`config.mk`:
```
export PLATFORM = sky130hd
export DESIGN_NAME = stk500_isp_command_engine
export DESIGN_NICKNAME = d
export VERILOG_FILES = /design/src/stk_isp_pkg.sv /design/src/stk500_isp_command_engine.sv /design/src/stk_isp_step.sv
export SDC_FILE = /design/constraint.sdc
export NUM_CORES = 1
export LEC_CHECK = 0
export BUFFER_PORTS_ARGS = -buffer_cell sky130_fd_sc_hd__buf_2
export CAP_MARGIN = 20
export CORE_UTILIZATION = 63
export DETAILED_ROUTE_END_ITERATION = 6
export PLACE_DENSITY = 0.82
export SLEW_MARGIN = 20
export SYNTH_ARGS = -nofsm -noshare
export SYNTH_HDL_FRONTEND = slang
export SYNTH_HIERARCHICAL = 1
export SYNTH_SLANG_ARGS = --single-unit
```
`constraint.sdc`:
```
create_clock -name clk_i -period 5.3 [get_ports clk_i]
set_input_delay 0.265 -clock clk_i [delete_from_list [all_inputs] [get_ports clk_i]]
set_output_delay 0.265 -clock clk_i [all_outputs]
set_load 0.03 [all_outputs]
```
`src/stk_isp_pkg.sv`:
```
`default_nettype none
package stk_isp_pkg;

  // phase codes
  localparam logic [4:0] PH_IDLE       = 5'd0;
  localparam logic [4:0] PH_SYNC_EOP   = 5'd1;
  localparam logic [4:0] PH_PARAM_ID   = 5'd2;
  localparam logic [4:0] PH_PARAM_EOP  = 5'd3;
  localparam logic [4:0] PH_SKIP       = 5'd4;
  localparam logic [4:0] PH_ENTER_EOP  = 5'd5;
  localparam logic [4:0] PH_ENTER_WAIT = 5'd6;
  localparam logic [4:0] PH_LEAVE_EOP  = 5'd7;
  localparam logic [4:0] PH_ADDR_LO    = 5'd8;
  localparam logic [4:0] PH_ADDR_HI    = 5'd9;
  localparam logic [4:0] PH_ADDR_EOP   = 5'd10;
  localparam logic [4:0] PH_UNIV_BYTES = 5'd11;
  localparam logic [4:0] PH_UNIV_EOP   = 5'd12;
  localparam logic [4:0] PH_UNIV_WAIT  = 5'd13;
  localparam logic [4:0] PH_SIZE_HI    = 5'd14;
  localparam logic [4:0] PH_SIZE_LO    = 5'd15;
  localparam logic [4:0] PH_MEMTYPE    = 5'd16;
  localparam logic [4:0] PH_DATA_A     = 5'd17;
  localparam logic [4:0] PH_DATA_B     = 5'd18;
  localparam logic [4:0] PH_CMD_WAIT   = 5'd19;
  localparam logic [4:0] PH_POLL_WAIT  = 5'd20;
  localparam logic [4:0] PH_PROG_EOP   = 5'd21;

  // what follows a finished busy poll
  localparam logic [2:0] AP_NONE      = 3'd0;
  localparam logic [2:0] AP_UNIV      = 3'd1;
  localparam logic [2:0] AP_LOAD_HIGH = 3'd2;
  localparam logic [2:0] AP_NEXT_PAIR = 3'd3;
  localparam logic [2:0] AP_PAGE_DONE = 3'd4;

  // result kinds
  localparam logic [1:0] OK_SERIAL = 2'd0;
  localparam logic [1:0] OK_ISP    = 2'd1;
  localparam logic [1:0] OK_RESET  = 2'd2;

  // host command bytes
  localparam logic [7:0] CMD_SYNC      = 8'h30;
  localparam logic [7:0] CMD_GET_PARAM = 8'h41;
  localparam logic [7:0] CMD_SET_DEV   = 8'h42;
  localparam logic [7:0] CMD_SET_DEVX  = 8'h45;
  localparam logic [7:0] CMD_ENTER     = 8'h50;
  localparam logic [7:0] CMD_LEAVE     = 8'h51;
  localparam logic [7:0] CMD_LOAD_ADDR = 8'h55;
  localparam logic [7:0] CMD_UNIVERSAL = 8'h56;
  localparam logic [7:0] CMD_PROG_PAGE = 8'h64;

  // reply bytes
  localparam logic [7:0] RSP_INSYNC   = 8'h14;
  localparam logic [7:0] RSP_OK       = 8'h10;
  localparam logic [7:0] RSP_FAILED   = 8'h11;
  localparam logic [7:0] RSP_NODEVICE = 8'h13;
  localparam logic [7:0] RSP_UNKNOWN  = 8'hFF;
  localparam logic [7:0] CRC_EOP      = 8'h20;

  // parameter ids
  localparam logic [7:0] PARM_HW    = 8'h80;
  localparam logic [7:0] PARM_SW_MJ = 8'h81;
  localparam logic [7:0] PARM_SW_MN = 8'h82;

  // ISP words and opcodes
  localparam logic [31:0] ISP_PROG_EN  = 32'hAC53_0000;
  localparam logic [31:0] ISP_POLL     = 32'hF000_0000;
  localparam logic [7:0]  ISP_ECHO     = 8'h53;
  localparam logic [7:0]  OP_LOAD_LO   = 8'h40;
  localparam logic [7:0]  OP_LOAD_HI   = 8'h48;
  localparam logic [7:0]  OP_PAGE_WR   = 8'h4C;

  // reset pin hold times
  localparam logic [8:0] MS_LEAVE   = 9'd25;
  localparam logic [8:0] MS_PULSE   = 9'd125;
  localparam logic [8:0] MS_RECOVER = 9'd425;

  // configuration register indexes
  localparam logic [1:0] REG_HW_VERSION  = 2'd0;
  localparam logic [1:0] REG_SW_MAJOR    = 2'd1;
  localparam logic [1:0] REG_SW_MINOR    = 2'd2;
  localparam logic [1:0] REG_RETRY_LIMIT = 2'd3;

  typedef struct packed {
    logic [7:0] hw_version;
    logic [7:0] sw_major;
    logic [7:0] sw_minor;
    logic [3:0] retry_limit;
  } cfg_t;

  typedef struct packed {
    logic [4:0]  phase;
    logic [7:0]  current_command;
    logic [15:0] load_address;
    logic [7:0]  param_id;
    logic [15:0] block_size;
    logic [15:0] byte_index;
    logic [7:0]  held_data_byte;
    logic [3:0]  retry_count;
    logic [31:0] universal_word;
    logic [2:0]  after_poll;
  } state_t;

  typedef struct packed {
    logic [1:0]  out_kind;
    logic [7:0]  tx_byte;
    logic [31:0] spi_word;
    logic        reset_level;
    logic [8:0]  wait_ms;
    logic        last;
  } result_t;

  function automatic result_t res_byte(input logic [7:0] b);
    result_t r;
    r = '0;
    r.out_kind = OK_SERIAL;
    r.tx_byte  = b;
    return r;
  endfunction

  function automatic result_t res_word(input logic [31:0] w);
    result_t r;
    r = '0;
    r.out_kind = OK_ISP;
    r.spi_word = w;
    return r;
  endfunction

  function automatic result_t res_pin(input logic lvl, input logic [8:0] ms);
    result_t r;
    r = '0;
    r.out_kind    = OK_RESET;
    r.reset_level = lvl;
    r.wait_ms     = ms;
    return r;
  endfunction

endpackage
`default_nettype wire

```
`src/stk500_isp_command_engine.sv`:
```
// STK500v1 ISP programmer command engine, host side.
// Input channel (in_valid_i / in_stall_o): one word per item, either a host
//   serial byte (kind_i = 0, rx_byte_i) or the 4-byte reply to the ISP word
//   issued last (kind_i = 1, spi_reply_i).
// Output channel (out_valid_o / out_stall_i): result words, each a serial
//   byte to the host, a 32-bit ISP word, or a reset pin drive with a hold
//   time in ms. last_o marks the final result word of an input item; items
//   that cause no result give no output word.
// Config channel (cfg_valid_i / cfg_ready_o): register index and data;
//   always ready. Write only while the engine is idle.
// Flow: an accepted item is registered, then stepped once the group buffer can
//   take its result group; result words are registered in the group buffer.
// Throughput: one item per cycle while the output does not stall and no group
//   of two or more words is draining. An item that yields k result words (k is
//   at most 3) holds the group buffer, so the input stalls while it drains.
// Output stall: the current result word holds; once the group buffer cannot
//   take the next group, the input register fills and in_stall_o rises.
// Reset: all parser state clears to idle awaiting a command byte, config
//   returns to its defaults, nothing is emitted and the reset pin is not
//   driven.
`default_nettype none
module stk500_isp_command_engine (
  input  logic        clk_i,
  input  logic        rst_ni,
  input  logic        in_valid_i,
  output logic        in_stall_o,
  input  logic        kind_i,
  input  logic [7:0]  rx_byte_i,
  input  logic [31:0] spi_reply_i,
  output logic        out_valid_o,
  input  logic        out_stall_i,
  output logic [1:0]  out_kind_o,
  output logic [7:0]  tx_byte_o,
  output logic [31:0] spi_word_o,
  output logic        reset_level_o,
  output logic [8:0]  wait_ms_o,
  output logic        last_o,
  input  logic        cfg_valid_i,
  output logic        cfg_ready_o,
  input  logic [1:0]  cfg_index_i,
  input  logic [7:0]  cfg_data_i
);
  import stk_isp_pkg::*;

  cfg_t          cfg_q;
  state_t        st_q, st_d;

  // input register
  logic          in_vld_q;
  logic          kind_q;
  logic [7:0]    rx_byte_q;
  logic [31:0]   spi_reply_q;

  // result group buffer; entry 0 drives the outputs
  result_t [2:0] grp_q;
  logic [1:0]    grp_cnt_q;

  result_t [2:0] step_res;
  logic [1:0]    step_cnt;
  logic          pop, fire, in_acc;

  stk_isp_step u_step (
    .st_i        (st_q),
    .cfg_i       (cfg_q),
    .kind_i      (kind_q),
    .rx_byte_i   (rx_byte_q),
    .spi_reply_i (spi_reply_q),
    .st_o        (st_d),
    .res_o       (step_res),
    .cnt_o       (step_cnt)
  );

  assign pop  = out_valid_o && !out_stall_i;
  // step when the group buffer is empty or drains its last word now
  assign fire = in_vld_q && ((grp_cnt_q == 2'd0) || ((grp_cnt_q == 2'd1) && pop));
  assign in_stall_o = in_vld_q && !fire;
  assign in_acc     = in_valid_i && !in_stall_o;

  assign cfg_ready_o = 1'b1;

  always_ff @(posedge clk_i or negedge rst_ni) begin
    if (!rst_ni) begin
      cfg_q.hw_version  <= 8'd1;
      cfg_q.sw_major    <= 8'd0;
      cfg_q.sw_minor    <= 8'd1;
      cfg_q.retry_limit <= 4'd5;
    end else if (cfg_valid_i && cfg_ready_o) begin
      case (cfg_index_i)
        REG_HW_VERSION:  cfg_q.hw_version  <= cfg_data_i;
        REG_SW_MAJOR:    cfg_q.sw_major    <= cfg_data_i;
        REG_SW_MINOR:    cfg_q.sw_minor    <= cfg_data_i;
        REG_RETRY_LIMIT: cfg_q.retry_limit <= cfg_data_i[3:0];
        default: ;
      endcase
    end
  end

  always_ff @(posedge clk_i or negedge rst_ni) begin
    if (!rst_ni) begin
      st_q      <= '0;
      in_vld_q  <= 1'b0;
      grp_cnt_q <= 2'd0;
    end else begin
      if (fire) st_q <= st_d;
      if (in_acc)    in_vld_q <= 1'b1;
      else if (fire) in_vld_q <= 1'b0;
      if (fire)     grp_cnt_q <= step_cnt;
      else if (pop) grp_cnt_q <= grp_cnt_q - 2'd1;
    end
  end

  // payload registers
  always_ff @(posedge clk_i) begin
    if (in_acc) begin
      kind_q      <= kind_i;
      rx_byte_q   <= rx_byte_i;
      spi_reply_q <= spi_reply_i;
    end
    if (fire) begin
      grp_q <= step_res;
    end else if (pop) begin
      grp_q[0] <= grp_q[1];
      grp_q[1] <= grp_q[2];
    end
  end

  assign out_valid_o   = (grp_cnt_q != 2'd0);
  assign out_kind_o    = grp_q[0].out_kind;
  assign tx_byte_o     = grp_q[0].tx_byte;
  assign spi_word_o    = grp_q[0].spi_word;
  assign reset_level_o = grp_q[0].reset_level;
  assign wait_ms_o     = grp_q[0].wait_ms;
  assign last_o        = grp_q[0].last;

endmodule
`default_nettype wire

```
`src/stk_isp_step.sv`:
```
`default_nettype none
module stk_isp_step (
  input  stk_isp_pkg::state_t        st_i,
  input  stk_isp_pkg::cfg_t          cfg_i,
  input  logic                       kind_i,
  input  logic [7:0]                 rx_byte_i,
  input  logic [31:0]                spi_reply_i,
  output stk_isp_pkg::state_t        st_o,
  output stk_isp_pkg::result_t [2:0] res_o,
  output logic [1:0]                 cnt_o
);
  import stk_isp_pkg::*;

  state_t          st;
  result_t [2:0]   res;
  logic [1:0]      cnt;
  logic [7:0]      lw_addr;
  logic [15:0]     idx_inc;
  logic [16:0]     idx_next;
  logic [3:0]      retry_inc;

  // low address byte of the current byte pair
  assign lw_addr   = 8'(st_i.load_address[7:0] + st_i.byte_index[8:1]);
  assign idx_inc   = 16'(st_i.byte_index + 16'd1);
  assign idx_next  = {1'b0, st_i.byte_index} + 17'd2;
  assign retry_inc = 4'(st_i.retry_count + 4'd1);

  always_comb begin
    st  = st_i;
    res = '0;
    cnt = 2'd0;
    if (!kind_i) begin
      case (st_i.phase)
        PH_IDLE: begin
          st.current_command = rx_byte_i;
          case (rx_byte_i)
            CMD_SYNC:                 st.phase = PH_SYNC_EOP;
            CMD_GET_PARAM:            st.phase = PH_PARAM_ID;
            CMD_SET_DEV, CMD_SET_DEVX: st.phase = PH_SKIP;
            CMD_ENTER:                st.phase = PH_ENTER_EOP;
            CMD_LEAVE:                st.phase = PH_LEAVE_EOP;
            CMD_LOAD_ADDR:            st.phase = PH_ADDR_LO;
            CMD_UNIVERSAL: begin
              st.byte_index     = '0;
              st.universal_word = '0;
              st.phase          = PH_UNIV_BYTES;
            end
            CMD_PROG_PAGE:            st.phase = PH_SIZE_HI;
            default: ;
          endcase
        end
        PH_SYNC_EOP, PH_ADDR_EOP, PH_PROG_EOP: begin
          res[0]   = res_byte(RSP_INSYNC);
          res[1]   = res_byte(RSP_OK);
          cnt      = 2'd2;
          st.phase = PH_IDLE;
        end
        PH_PARAM_ID: begin
          st.param_id = rx_byte_i;
          st.phase    = PH_PARAM_EOP;
        end
        PH_PARAM_EOP: begin
          res[0] = res_byte(RSP_INSYNC);
          res[2] = res_byte(RSP_OK);
          case (st_i.param_id)
            PARM_HW:    res[1] = res_byte(cfg_i.hw_version);
            PARM_SW_MJ: res[1] = res_byte(cfg_i.sw_major);
            PARM_SW_MN: res[1] = res_byte(cfg_i.sw_minor);
            default: begin
              res[1] = res_byte(RSP_UNKNOWN);
              res[2] = res_byte(RSP_FAILED);
            end
          endcase
          cnt      = 2'd3;
          st.phase = PH_IDLE;
        end
        PH_SKIP: begin
          if (rx_byte_i == CRC_EOP) begin
            res[0]   = res_byte(RSP_INSYNC);
            res[1]   = res_byte(RSP_OK);
            cnt      = 2'd2;
            st.phase = PH_IDLE;
          end
        end
        PH_ENTER_EOP: begin
          res[0]         = res_byte(RSP_INSYNC);
          cnt            = 2'd2;
          st.retry_count = '0;
          if (cfg_i.retry_limit == '0) begin
            res[1]   = res_byte(RSP_NODEVICE);
            st.phase = PH_IDLE;
          end else begin
            res[1]   = res_word(ISP_PROG_EN);
            st.phase = PH_ENTER_WAIT;
          end
        end
        PH_LEAVE_EOP: begin
          res[0]   = res_byte(RSP_INSYNC);
          res[1]   = res_pin(1'b1, MS_LEAVE);
          res[2]   = res_byte(RSP_OK);
          cnt      = 2'd3;
          st.phase = PH_IDLE;
        end
        PH_ADDR_LO: begin
          st.load_address = {8'd0, rx_byte_i};
          st.phase        = PH_ADDR_HI;
        end
        PH_ADDR_HI: begin
          st.load_address = st_i.load_address | {rx_byte_i, 8'd0};
          st.phase        = PH_ADDR_EOP;
        end
        PH_UNIV_BYTES: begin
          st.universal_word = {st_i.universal_word[23:0], rx_byte_i};
          st.byte_index     = idx_inc;
          if (idx_inc >= 16'd4) st.phase = PH_UNIV_EOP;
        end
        PH_UNIV_EOP: begin
          res[0]   = res_byte(RSP_INSYNC);
          res[1]   = res_word(st_i.universal_word);
          cnt      = 2'd2;
          st.phase = PH_UNIV_WAIT;
        end
        PH_SIZE_HI: begin
          st.block_size = {rx_byte_i, 8'd0};
          st.phase      = PH_SIZE_LO;
        end
        PH_SIZE_LO: begin
          st.block_size = st_i.block_size | {8'd0, rx_byte_i};
          st.phase      = PH_MEMTYPE;
        end
        PH_MEMTYPE: begin
          st.byte_index = '0;
          if (st_i.block_size == '0) begin
            res[0]        = res_word({OP_PAGE_WR, st_i.load_address, 8'd0});
            cnt           = 2'd1;
            st.after_poll = AP_PAGE_DONE;
            st.phase      = PH_CMD_WAIT;
          end else begin
            st.phase = PH_DATA_A;
          end
        end
        PH_DATA_A: begin
          st.held_data_byte = rx_byte_i;
          st.phase          = PH_DATA_B;
        end
        PH_DATA_B: begin
          res[0]            = res_word({OP_LOAD_LO, 8'd0, lw_addr, st_i.held_data_byte});
          cnt               = 2'd1;
          st.after_poll     = AP_LOAD_HIGH;
          st.phase          = PH_CMD_WAIT;
          st.held_data_byte = rx_byte_i;
        end
        default: ;
      endcase
    end else begin
      case (st_i.phase)
        PH_ENTER_WAIT: begin
          if (spi_reply_i[15:8] == ISP_ECHO) begin
            res[0]   = res_byte(RSP_OK);
            cnt      = 2'd1;
            st.phase = PH_IDLE;
          end else begin
            st.retry_count = retry_inc;
            res[0]         = res_pin(1'b1, MS_PULSE);
            res[1]         = res_pin(1'b0, MS_RECOVER);
            cnt            = 2'd3;
            if (retry_inc >= cfg_i.retry_limit || retry_inc == '0) begin
              res[2]   = res_byte(RSP_NODEVICE);
              st.phase = PH_IDLE;
            end else begin
              res[2]   = res_word(ISP_PROG_EN);
              st.phase = PH_ENTER_WAIT;
            end
          end
        end
        PH_UNIV_WAIT: begin
          res[0]        = res_byte(spi_reply_i[7:0]);
          res[1]        = res_word(ISP_POLL);
          cnt           = 2'd2;
          st.after_poll = AP_UNIV;
          st.phase      = PH_POLL_WAIT;
        end
        PH_CMD_WAIT: begin
          res[0]   = res_word(ISP_POLL);
          cnt      = 2'd1;
          st.phase = PH_POLL_WAIT;
        end
        PH_POLL_WAIT: begin
          if (spi_reply_i[0]) begin
            res[0] = res_word(ISP_POLL);
            cnt    = 2'd1;
          end else begin
            st.after_poll = AP_NONE;
            st.phase      = PH_IDLE;
            case (st_i.after_poll)
              AP_UNIV: begin
                res[0] = res_byte(RSP_OK);
                cnt    = 2'd1;
              end
              AP_LOAD_HIGH: begin
                res[0]        = res_word({OP_LOAD_HI, 8'd0, lw_addr, st_i.held_data_byte});
                cnt           = 2'd1;
                st.after_poll = AP_NEXT_PAIR;
                st.phase      = PH_CMD_WAIT;
              end
              AP_NEXT_PAIR: begin
                st.byte_index = idx_next[15:0];
                if (idx_next < {1'b0, st_i.block_size}) begin
                  st.phase = PH_DATA_A;
                end else begin
                  res[0]        = res_word({OP_PAGE_WR, st_i.load_address, 8'd0});
                  cnt           = 2'd1;
                  st.after_poll = AP_PAGE_DONE;
                  st.phase      = PH_CMD_WAIT;
                end
              end
              AP_PAGE_DONE: st.phase = PH_PROG_EOP;
              default: ;
            endcase
          end
        end
        default: ;
      endcase
    end
  end

  // mark the final word of the group
  always_comb begin
    res_o         = res;
    res_o[0].last = (cnt == 2'd1);
    res_o[1].last = (cnt == 2'd2);
    res_o[2].last = (cnt == 2'd3);
  end

  assign st_o  = st;
  assign cnt_o = cnt;

endmodule
`default_nettype wire
```
==> flow_summary.ini <==
[logic_synthesis]
synth_area_mm2 = 0.0181
syn_area_per_cell_um2 = 11.6
yosysWarnings = 6
netlist_instances = 1567

[critical_path]
worstReg2RegEnd = spi_word_o[8]$_DFFE_PP_
cp.arrival_ns = 4.81
critPathMaxFanout = 16
required_ns = 5.58
rr_worst_depth = 16
crit_slowest_cell = or4_1
cp_slowest_stage_delay_ns = 0.59
cp-end-kind = register
regToRegStartpoint = st_q[48]$_DFFE_PN0P_
start_kind = register
regToRegSetupSlack_ns = 0.77
critPathKind = reg2reg
path_cells = ha_1 -> nand2_1 -> or4_1 -> or2_1 -> nor2_1 -> xor2_1 -> ha_1 -> nand3_1 -> nor2_1 -> or4_1 -> a211o_1 -> nand3_1 -> a21boi_4 -> inv_2 -> a22o_1 -> mux2_1

[clock_tree]
cts-root-buf = clkbuf_16
cts_buffer_depth = 3
cts_tree = built
insertion_delay_ns = 0.53
cts_inserted_buffers = 35
post_cts_buffers = 0
cts_sinks = 323
clkTransAtPathRegs_ns = 0.06
htree_levels = 2

[drt]
wirelength_mm = 42.1
via_count = 12300
drt.antenna.violating_nets = 0
via_per_inst = 6.16
drtIter0Drc = 1300
routed_wire_length_per_instance_um = 21.1
drt_first_pass_iters = 5
drc = 0

[finish]
design_area_mm2 = 0.0196
area_growth_pct = 8.24
antenna_cells = 0
n_fill_cell = 1975
drive_gt1_frac = 0.232
final_nets = 1677
final_util = 0.701

[hold_path]
hold_path_class = in2reg
hold_path_depth = 2
hold_path_end = cfg_q[15]$_DFFE_PN0P_
hold_start = cfg_data_i[3]

[timing]
hold_viol = 0
drv_slew = 0
fmax_mhz = 221
finalSetupViolations = 0
slew_headroom = 0.281
worst_slack_ns = 0.767
rsz0062_at_grt = no
tightestPinTransition_ns = 1.08
period_minus_slack_ns = 4.53
finalClockSkew_ns = 0.0140
period_share = 0.855
tns_ns = 0

[die]
fp.dieH_um = 172
die_area_mm2 = 0.0295
rows = 61
core_area_mm2 = 0.0280
die-width_um = 172
start_util = 0.647
ios = 112

[global_route]
overflow = 0
antenna_found_initial = 0
grt_pass1_wl_mm = 66.1
grt_max_degree = 118
grt_pass1_vias = 12000
grt_usage = 0.293

[place]
port_buffers = 94
gp_congestion = 0.887
dp_slack_ns = 0.804
placed_area_mm2 = 0.0182
dp_hpwl_mm = 26.7

[status]
status = complete, no violations

[power]
leakagePower_nw = 8.28
power_density_mw_per_mm2 = 509
ir_worst_vdd_mv = 0.531

[flow_run]
cap_violations = 0
-- what timing repair did --
item                                   4_1_cts  5_1_grt
resized for setup                            0        0
endpoints found under the hold margin      129        0
hold buffers                                29        0
-- cell type report --
cell class | count | area [um^2] | share of cell area
clock buffers | 44 | 960 | 0.0489
flip-flops and latches | 323 | 9010 | 0.459
repair buffers | 151 | 1000 | 0.0512
inverters | 41 | 154 | 0.00784
clock inverters | 20 | 213 | 0.0108
well taps | 378 | 473 | 0.0241
multi-input cells | 1036 | 7810 | 0.398
-- critical path: cells and delay by family, from the launching register on --
family | cells | cell delay (ns)
buffers and inverters | 1 | 0.18
adders and majority gates | 2 | 0.44
xor gates and xnor gates | 1 | 0.20
and+or+nand+nor | 8 | 2.02
muxes | 1 | 0.29
DFF | 1 | 0.35
AOI/OAI and AO/OA | 3 | 0.78
-- how the worst max path moves through the flow --
stage / from / end / slack [ns]
final: st_q[48]$_DFFE_PN0P_ / spi_word_o[8]$_DFFE_PP_ / 0.77
after global routing: st_q[48]$_DFFE_PN0P_ / spi_word_o[12]$_DFFE_PP_ / 0.53
after global placement: st_q[48]$_DFFE_PN0P_ / spi_word_o[14]$_DFFE_PP_ / 0.83
after CTS: st_q[48]$_DFFE_PN0P_ / spi_word_o[8]$_DFFE_PP_ / 0.79
after floorplan: st_q[48]$_DFFE_PN0P_ / spi_word_o[13]$_DFFE_PP_ / 0.78
after detailed placement: st_q[48]$_DFFE_PN0P_ / spi_word_o[11]$_DFFE_PP_ / 0.80
-- flip-flops by register name, indices dropped and copies added, names as in the netlist --
signal         flops
grp_q            106
reset_level_o      1
in_vld_q           1
tx_byte_o          8
wait_ms_o          9
rx_byte_q          8
st_q             108
spi_word_o        32
out_kind_o         2
cfg_q             28
kind_q             1
grp_cnt_q          2
spi_reply_q       16
last_o             1
-- placed cells by master (no fill, tap or decap), types with 6 or more instances in the layout --
| cell type | n |
|---|---|
| nor3_1 | 19 |
| a31oi_1 | 16 |
| buf_4 | 26 |
| o21a_1 | 7 |
| a211oi_1 | 9 |
| inv_1 | 37 |
| clkbuf_8 | 6 |
| or2_2 | 6 |
| nand4_1 | 16 |
| a22o_1 | 46 |
| nor2_1 | 84 |
| ha_1 | 32 |
| and3_1 | 8 |
| o22ai_1 | 13 |
| dfrtp_1 | 135 |
| a21oi_1 | 60 |
| xor2_1 | 20 |
| or3_1 | 8 |
| conb_1 | 49 |
| clkbuf_16 | 35 |
| mux2_2 | 169 |
| dlygate4sd3_1 | 29 |
| clkinv_2 | 6 |
| nand2b_1 | 10 |
| mux2_1 | 100 |
| clkinv_1 | 8 |
| nand3_1 | 17 |
| and2_1 | 44 |
| buf_2 | 93 |
| nor2b_1 | 15 |
| nor3b_1 | 6 |
| o21ai_0 | 60 |
| nor4_1 | 14 |
| xnor2_1 | 24 |
| a21o_1 | 6 |
| edfxtp_1 | 184 |
| nand2_1 | 91 |
-- power by group --
part	switching, mW	leakage, nW	total (mW)	internal [mW]
registers	0.413	3.66	4.14	3.72
logic	2.12	4.04	3.37	1.26
clock network	1.03	0.578	2.48	1.45
total	3.56	8.28	9.99	6.42
-- layer usage --
metal  GRT usage  part of all wire
met5           0                 0
met3      0.0479             0.068
met1       0.397              0.42
met2       0.480              0.48
met4      0.0974             0.029
-- metrics by stage --
| step | hold slack, ns | instances | total power [mW] |
|---|---|---|---|
| 6_report | 0.0203 | 1993 | 9.99 |
| 5_1_grt | 0.0136 | 1993 | 10.5 |
| 4_1_cts | 0.000543 | 1993 | 9.99 |
| 3_5_place_dp | 0.443 | 1900 | 7.49 |
| 3_3_place_gp | 0.441 | 1900 | 7.39 |
| 2_1_floorplan | -0.0306 | 1614 | 6.90 |
No activity file was read; power rests on OpenSTA's default activity.
